### config.mk
export PLATFORM = sky130hd
export DESIGN_NAME = slmrf_cell
export DESIGN_NICKNAME = d
export VERILOG_FILES = /design/src/sv/slmrf_pkg.sv /design/src/sv/slmrf_cell.sv
export SDC_FILE = /design/constraint.sdc
export NUM_CORES = 1
export LEC_CHECK = 0
export ABC_AREA = 1
export ABC_CLOCK_PERIOD_IN_PS = 12200
export BUFFER_PORTS_ARGS = -buffer_cell sky130_fd_sc_hd__buf_2
export CAP_MARGIN = 20
export CORE_ASPECT_RATIO = 0.8
export CORE_MARGIN = 4
export CORE_UTILIZATION = 30
export DETAILED_ROUTE_END_ITERATION = 7
export GPL_TIMING_DRIVEN = 0
export PLACE_DENSITY = 0.5
export REMOVE_ABC_BUFFERS = 1
export SYNTH_ARGS = -nofsm -noshare
export SYNTH_HDL_FRONTEND = slang
export SYNTH_SLANG_ARGS = --single-unit
### constraint.sdc
create_clock -name clk -period 12.2 [get_ports clk]
set_clock_uncertainty 0.2 [all_clocks]
set_input_delay 1.22 -clock clk [delete_from_list [all_inputs] [get_ports clk]]
set_output_delay 1.22 -clock clk [all_outputs]
set_load 0.02 [all_outputs]
### src/sv/slmrf_pkg.sv
`default_nettype none

package slmrf_pkg;

    // fixed field widths
    localparam int unsigned MASK_W   = 16;
    localparam int unsigned CNT_W    = 5;
    localparam int unsigned SECTOR_W = 6;
    localparam int unsigned LAYER_W  = 4;
    localparam int unsigned MODID_W  = 16;
    localparam int unsigned ROADNO_W = 32;
    localparam int unsigned CFG_W    = 16;
    localparam int unsigned CFG_A_W  = 2;

    // input item kinds
    typedef enum logic [1:0] {
        OP_LOAD = 2'd0,
        OP_HIT  = 2'd1,
        OP_EOE  = 2'd2
    } op_t;

    // configuration register indexes
    typedef enum logic [CFG_A_W-1:0] {
        CFG_LAYER_COUNT    = 2'd0,
        CFG_ALLOWED_MISSES = 2'd1,
        CFG_SECTOR_COUNT   = 2'd2,
        CFG_WILDCARD       = 2'd3
    } cfg_idx_t;

    // control state of the top level
    typedef enum logic [1:0] {
        ST_IDLE,
        ST_SCAN,
        ST_FLUSH
    } state_t;

    // command broadcast to every sector cell
    typedef struct packed {
        logic                load;
        logic                hit;
        logic                eoe;
        logic                wild;
        logic [SECTOR_W-1:0] sector;
        logic [LAYER_W-1:0]  layer;
        logic [MASK_W-1:0]   lmask;
        logic [CNT_W-1:0]    need;
    } bcast_t;

    // per-sector scan word shifted along the chain
    typedef struct packed {
        logic              fire;
        logic [MASK_W-1:0] hit;
        logic [MASK_W-1:0] wild;
    } scan_t;

endpackage

`default_nettype wire

### src/sv/slmrf_cell.sv
`default_nettype none

module slmrf_cell #(
    parameter int SECTOR_ID   = 0,
    parameter int MAX_LAYERS  = 16,
    parameter int MODULE_BITS = 16
) (
    input  wire logic                   clk,
    input  wire logic                   rst_n,
    input  wire slmrf_pkg::bcast_t      bc,
    input  wire logic [MODULE_BITS-1:0] module_val,
    input  wire logic                   shift_en,
    input  wire slmrf_pkg::scan_t       scan_in,
    output slmrf_pkg::scan_t            scan_out
);

    localparam int LIDX_W = (MAX_LAYERS > 1) ? $clog2(MAX_LAYERS) : 1;

    logic [MODULE_BITS-1:0]       entry_mem [MAX_LAYERS];
    logic [slmrf_pkg::MASK_W-1:0] wild_reg;
    logic [slmrf_pkg::MASK_W-1:0] hit_reg;
    slmrf_pkg::scan_t             scan_reg;

    logic                         mine;
    logic                         layer_ok;
    logic [LIDX_W-1:0]            lidx;
    logic [slmrf_pkg::MASK_W-1:0] lbit;
    logic                         match;
    logic [slmrf_pkg::MASK_W-1:0] h_eff;
    logic [slmrf_pkg::MASK_W-1:0] w_eff;
    logic [slmrf_pkg::CNT_W-1:0]  covered;

    // address decode and match against the stored id
    assign mine     = (bc.sector == slmrf_pkg::SECTOR_W'(SECTOR_ID));
    assign layer_ok = (32'(bc.layer) < MAX_LAYERS);
    assign lidx     = LIDX_W'(bc.layer);
    assign lbit     = slmrf_pkg::MASK_W'(1) << bc.layer;
    assign match    = layer_ok && (entry_mem[lidx] == module_val);

    // coverage of this sector at end of event
    assign h_eff   = hit_reg & bc.lmask;
    assign w_eff   = wild_reg & bc.lmask;
    assign covered = slmrf_pkg::CNT_W'($countones(h_eff | w_eff));

    // module id table row
    always_ff @(posedge clk)
    begin
        if (bc.load && mine && layer_ok)
        begin
            entry_mem[lidx] <= module_val;
        end
    end

    // wildcard, hit and scan registers
    always_ff @(posedge clk or negedge rst_n)
    begin
        if (!rst_n)
        begin
            wild_reg <= '0;
            hit_reg  <= '0;
            scan_reg <= '0;
        end
        else
        begin
            if (bc.load && mine && layer_ok)
            begin
                if (bc.wild)
                    wild_reg <= wild_reg | lbit;
                else
                    wild_reg <= wild_reg & ~lbit;
            end

            if (bc.eoe)
                hit_reg <= '0;
            else if (bc.hit && match)
                hit_reg <= hit_reg | lbit;

            if (bc.eoe)
            begin
                scan_reg.fire <= (covered >= bc.need);
                scan_reg.hit  <= h_eff;
                scan_reg.wild <= w_eff;
            end
            else if (shift_en)
            begin
                scan_reg <= scan_in;
            end
        end
    end

    assign scan_out = scan_reg;

endmodule

`default_nettype wire

# Word-level counts from Yosys, hierarchy flattened

Memory sizes are Yosys's and may differ from the RTL's.
Cells that the tools add are included.

Add/sub/neg operators: 15
$mul: 0
Divide/modulo/power cells: 0
$lt $le $gt $ge: 1
Eq/ne operators: 1
Shift operators: 1
Multiplexer cells: 7
Bitwise operators: 7
Reduce and logical (&&, ||, !) cells: 5

Operator list:

| kind                   | count |
|---|---|
| $mux W33               | 2 |
| $and A16 B16 Y16       | 3 |
| $mux W16               | 3 |
| $or A16 B16 Y16        | 3 |
| $add A1 B1 Y2          | 8 |
| $eq A16 B16 Y1         | 1 |
| $not A16 Y16           | 1 |
| $shl A1 B4 Y16 const A | 1 |
| $add A2 B2 Y3          | 4 |
| $add A3 B3 Y4          | 2 |
| $logic_not A6 Y1       | 1 |
| $add A4 B4 Y5          | 1 |
| $ge A5 B5 Y1           | 1 |
| $reduce_bool A2 Y1     | 2 |
| $logic_and A1 B1 Y1    | 2 |
| $mux W1                | 2 |

Register bits after elaboration: 65
Bits in latches: 0
Memory bits (writable): 256
Memory bits (read-only): 0
Input port bits: 87
Output and inout bits: 33
Logic and storage cells: 43
Memories kept: 1

Memory list:

| memory    | depth | width | read ports | clocked after memory_dff | write ports | RTL line         | RTL |
|---|---|---|---|---|---|---|---|
| entry_mem | 16    | 16    | 1          | 0                        | 1           | slmrf_cell.sv:19 | `logic [MODULE_BITS-1:0] entry_mem [MAX_LAYERS];` |

# Depth between registers and ports, before layout

Depth in word-level cells: 8
Depth in mapped cells: 19
Gate-level depth less buffers: 18

# Worst setup path before layout

OpenSTA, ideal clock, no wires.

Path kind: input -> register
Start point: input port bc[20] (netlist name)
End point: register scan_reg, in the netlist scan_out[32]
Library setup time: 0.127 ns
Arrival: 5.120 ns
Required time: 11.873 ns
Setup slack: 6.753 ns
Stages: 16
Buffers on the path: 0
Cell sequence: o21a_1 -> fa_1 -> fa_1 -> fa_1 -> inv_1 -> fa_1 -> inv_1 -> ha_1 -> fa_1 -> ha_1 -> a21boi_0 -> o21a_1 -> o21a_1 -> o21a_1 -> nor3_1 -> o22ai_1

Word-level cells in the longest chain between the ends: 8
Elaborated cells between the ends (all ways): 9
Those cells by class: add/sub: 4; order compare: 1; mux: 1; bitwise: 3

RTL lines:

| item                                       | RTL line                           | RTL |
|---|---|---|
| start, declared                            | slmrf_cell.sv:10                   | `input wire slmrf_pkg::bcast_t bc,` |
| $and A16 B16 Y16, on equally long branches | slmrf_cell.sv:41, slmrf_cell.sv:42 |  |
| $or A16 B16 Y16 *                          | slmrf_cell.sv:43                   | `assign covered = slmrf_pkg::CNT_W'($countones(h_eff \| w_eff));` |
| $add A1 B1 Y2 (implied by the code) *      | slmrf_cell.sv:43                   |  |
| $add A2 B2 Y3 (implied by the code) *      | slmrf_cell.sv:43                   |  |
| $add A3 B3 Y4 (implied by the code) *      | slmrf_cell.sv:43                   |  |
| $add A4 B4 Y5 (implied by the code) *      | slmrf_cell.sv:43                   |  |
| $ge A5 B5 Y1 *                             | slmrf_cell.sv:80                   | `scan_reg.fire <= (covered >= bc.need);` |
| $mux W33 *                                 | slmrf_cell.sv:78                   | `if (bc.eoe)` |
| end signal, assigned                       | slmrf_cell.sv:86                   | `scan_reg <= scan_in;` |
| end, declared                              | slmrf_cell.sv:22                   | `slmrf_pkg::scan_t scan_reg;` |

Mark *: on every way between the ends. The rest lies on a longest branch, timed or not.
A chain may end at the register's enable or synchronous reset.

# Final worst setup path

Start point: input port bc[8] (netlist name)
End point: register scan_reg, in the netlist scan_out[32]

The elaborated chain is that of the path after synthesis.

==> results.md <==
Synth:
- The count of distinct cell types in the synthesized netlist is 31.
- sky130_fd_sc_hd__edfxtp_1 takes more of the synthesized area than any other cell.
- The most frequently used flop master after synthesis is sky130_fd_sc_hd__edfxtp_1.
- In this run the biggest area consumer among cell types represents 54.5% of the synthesized area.
- The share of async-settable or async-resettable flops after synthesis is 20.2%.
- The number of enable flip-flop cells after synthesis is 256.
- The number of synthesis warnings is 0.
- The cell area that synthesis handed to floorplanning was 14100 sq um.
- Sorting the synthesized cells by area gives the leading types as sky130_fd_sc_hd__edfxtp_1 54%, sky130_fd_sc_hd__nand2_1 12%, sky130_fd_sc_hd__dfrtp_1 12%.
- A synthesized cell averages 10.4 sq um.
- The sequential cell area fraction in the yosys report is 66.0%.
- By count the netlist is led by 462 x sky130_fd_sc_hd__nand2_1, 256 x sky130_fd_sc_hd__edfxtp_1, 116 x sky130_fd_sc_hd__nand3_1, 105 x sky130_fd_sc_hd__a21oi_1, 84 x sky130_fd_sc_hd__inv_1.
- In this run, synthesis produced a sequential element count of 321.
- The most numerous cell in the Yosys netlist is sky130_fd_sc_hd__nand2_1.
- Synthesis produced a netlist whose cell count is 1359.

Finish:
- The total inserted antenna cells is 0.
- Cells with a size suffix above 1 make up 15.2% of the layout.
- The flip-flop count of the largest register after layout is 256.
- After filler insertion, the fill cell instance count of the layout stands at 4632.
- In the final design database the tool counted 1587 nets.
- Relative to the synthesized area, the layout overhead comes to 19.0%.

GRT:
- The aggregate global routing overflow is 0.
- The first global-routing pass estimated 60600 um of wire.
- The overall global routing resource usage is 15.4%.
- The initial antenna violation count is 0.
- The via count of the first global-routing pass is 9846.
- The maximum number of pins on one net before global-route repair is 70.

Route:
- For this block, the via count after detailed routing is 10200.
- The final wirelength is 40000 um.
- The pre-antenna-repair detailed-routing pass consisted of 5 iterations.
- In the routed layout, each cell is associated on average with a via count of 4.81.
- The mean routed wirelength per cell is 18.9 um.
- The post-route DRC violation count is 0.
- Once detail routing completed, the nets flagged for antenna violations numbered 0.
- After the first detailed-routing iteration, the DRC count stood at 749.

Worst setup path:
- The timing startpoint of the critical path is bc[8].
- STA classifies the critical path endpoint as a register.
- In this run the critical register-to-register path is launched from hit_reg[1].
- The worst-path maximum fanout is 3.
- The sort of element at the start of the critical path is an input port.
- Data on the critical path is required at its endpoint by 12.37 ns.
- The setup path with the least slack is of type input port to register.
- The arrival time at the worst endpoint is 5.52 ns.

Timing:
- The slew at the pin closest to its max-slew limit is 1.16 ns.
- The number of endpoints failing setup at the final stage is 0.
- The shortest clock period the worst path allows after layout is 5.35 ns.
- The worst pin sits at a relative slew slack of 23.0%.
- The upper clock frequency limit is 0.187 GHz.
- The summed negative setup slack over all endpoints is 0 ns.
- The worst setup slack after layout is 6.85 ns.
- The final-report max-slew violation count is 0.
- Setup repair after global routing left no endpoint under its margin.
- The final critical-path share of the clock period is 43.9%.
- The final number of hold-violating endpoints is 0.

Place:
- Routability-driven placement finished with a final weighted congestion of 0.739.
- The HPWL after detailed placement is 25000 um.
- The worst setup slack before clock tree synthesis is 6.34 ns.
- The count of buffers added on input and output ports is 119.

CTS:
- The count of hold buffers inserted by post-cts repair is 0.
- The maximum level of the CTS H-tree is 2.
- Post-CTS repair changed the size of 0 cells.
- The clock reaches the later pin of the worst-skew pair after 0.52 ns.
- The maximum clock insertion buffer count is 3.
- The number of CTS-inserted buffers is 34.
- The total number of clock tree sinks is 321.
- The clock input transition at the sequential cells of the worst setup and hold paths is 0.06 ns.
- The total setup buffers inserted after CTS is 0.
- The clock root buffer is sky130_fd_sc_hd__clkbuf_16.
- The CTS tree is yes.

Floorplanning:
- After floorplanning, the core was divided into 70 placement rows.
- The initial cell density of the core is 30.6%.
- The core region is 46100 sq um.
- The floorplan step defined a die boundary enclosing 50600 sq um.
- The horizontal die dimension is 251 um.
- Measured along the y axis, the die boundary spans 202 um.
- The number of ports placed on the die boundary is 120.

Pwr:
- The fraction of power consumed by combinational cells is 8.6%.
- The net switching fraction of the power is 23.7%.
- The overall power after layout is 2.40 mW.
- The leakage power is 6.90 nW.
- The power density relative to cell area is 143 nW/um^2.
- The power spent charging and discharging nets is 0.570 mW.
- The worst vdd rail ir drop is 71.2 uV.
- In this run, flip-flops and latches consume 50.3% of the power.
- The cell-internal power is 1.83 mW.
- The share of total power in the clock network is 41.1%.

Min path:
- In this run the most critical hold path is launched from scan_out[22].
- The class of the tightest hold or removal check is register to register.

Outcome:
- The flow ran to the end, and the final reports show no timing, DRC or antenna violations.

Flow run:
- The number of max-cap violations is 0.
routing by layer:
| layer | routed length (um) | vias up | global-route usage, % |
|---|---|---|---|
| met5 | 0 | - | 0 |
| met1 | 18700 | 4949 | 22.6 |
| met3 | 2450 | 45 | 2.75 |
| li1 | - | 4891 | - |
| met2 | 18300 | 278 | 24.5 |
| met4 | 485 | 0 | 2.63 |
cell usage in the layout (no fill, tap or decap), drive strengths merged, types with 31 or more instances in the layout:
cell      n
inv      86
nand4    31
o22ai    33
nand2   464
nand3   117
dfrtp    65
clkbuf   48
nor2     57
edfxtp  256
a21oi   105
buf     157
through the flow:
stage               instance area, sq um  utilization (%)  hold WS [ns]  cells
CTS                                16800             36.5         0.338   2115
finish                             16800             36.5         0.338   2115
floorplan                          13800                -         0.313   1287
global placement                   15100             32.9         0.325   2018
detailed placement                 15700             34.2         0.329   2056
global route                       16800             36.5         0.357   2115
layout make-up:
cell class,count,area [sq um],share of cell area (%)
tap,612,766,4.56
timing repair buffer,157,1110,6.60
clock buffer,48,997,5.94
clock inverter,11,47.5,0.283
sequential,321,9310,55.5
inverter,88,334,1.99
multi-input combinational,878,4230,25.2
power groups by stage:
stage / clock network (mW) / registers [mW] / logic, mW
after floorplan: 0 / 1.24 / 0.0921
after global placement: 0 / 1.23 / 0.200
after detailed placement: 0 / 1.23 / 0.208
after CTS: 1.01 / 1.21 / 0.209
after global routing: 1.06 / 1.21 / 0.233
final: 0.985 / 1.21 / 0.207
final timing paths:
| kind | to | slack (ns) | cells after the start |
|---|---|---|---|
| max in group asynchronous | scan_out[26] | 10.60 | 1 |
| worst max-delay path | scan_out[32] | 6.85 | 18 |
| worst min-delay path | scan_out[22] | 0.34 | 2 |
| min in group asynchronous | scan_out[5] | 0.63 | 1 |
| worst max register to register | scan_out[32] | 7.18 | 17 |
| worst min register to register | scan_out[22] | 0.34 | 2 |
worst max-delay path: stages:
cell                       delay [ns]
sky130_fd_sc_hd__buf_2           0.10
sky130_fd_sc_hd__o21ai_0         0.12
sky130_fd_sc_hd__fa_1            0.57
sky130_fd_sc_hd__inv_1           0.06
sky130_fd_sc_hd__fa_1            0.51
sky130_fd_sc_hd__fa_1            0.50
sky130_fd_sc_hd__inv_1           0.05
sky130_fd_sc_hd__fa_1            0.48
sky130_fd_sc_hd__inv_1           0.05
sky130_fd_sc_hd__ha_1            0.22
sky130_fd_sc_hd__fa_1            0.55
sky130_fd_sc_hd__ha_1            0.22
sky130_fd_sc_hd__a21boi_0        0.12
sky130_fd_sc_hd__o21a_1          0.17
sky130_fd_sc_hd__o21a_1          0.16
sky130_fd_sc_hd__o21a_1          0.16
sky130_fd_sc_hd__nor3_1          0.15
sky130_fd_sc_hd__o22ai_1         0.10
logic make-up (layout without fill, tap and decap cells):
family,Yosys count,in the layout,share of synthesized area (%)
fa+ha+maj,20,20,2.30
buf+inv,160,304,4.73
flops,321,321,66.0
compound gates,165,165,6.48
simple gates,691,691,20.4
xor+xnor,2,2,0.124
Note: power is estimated with default switching activity, not from simulation.
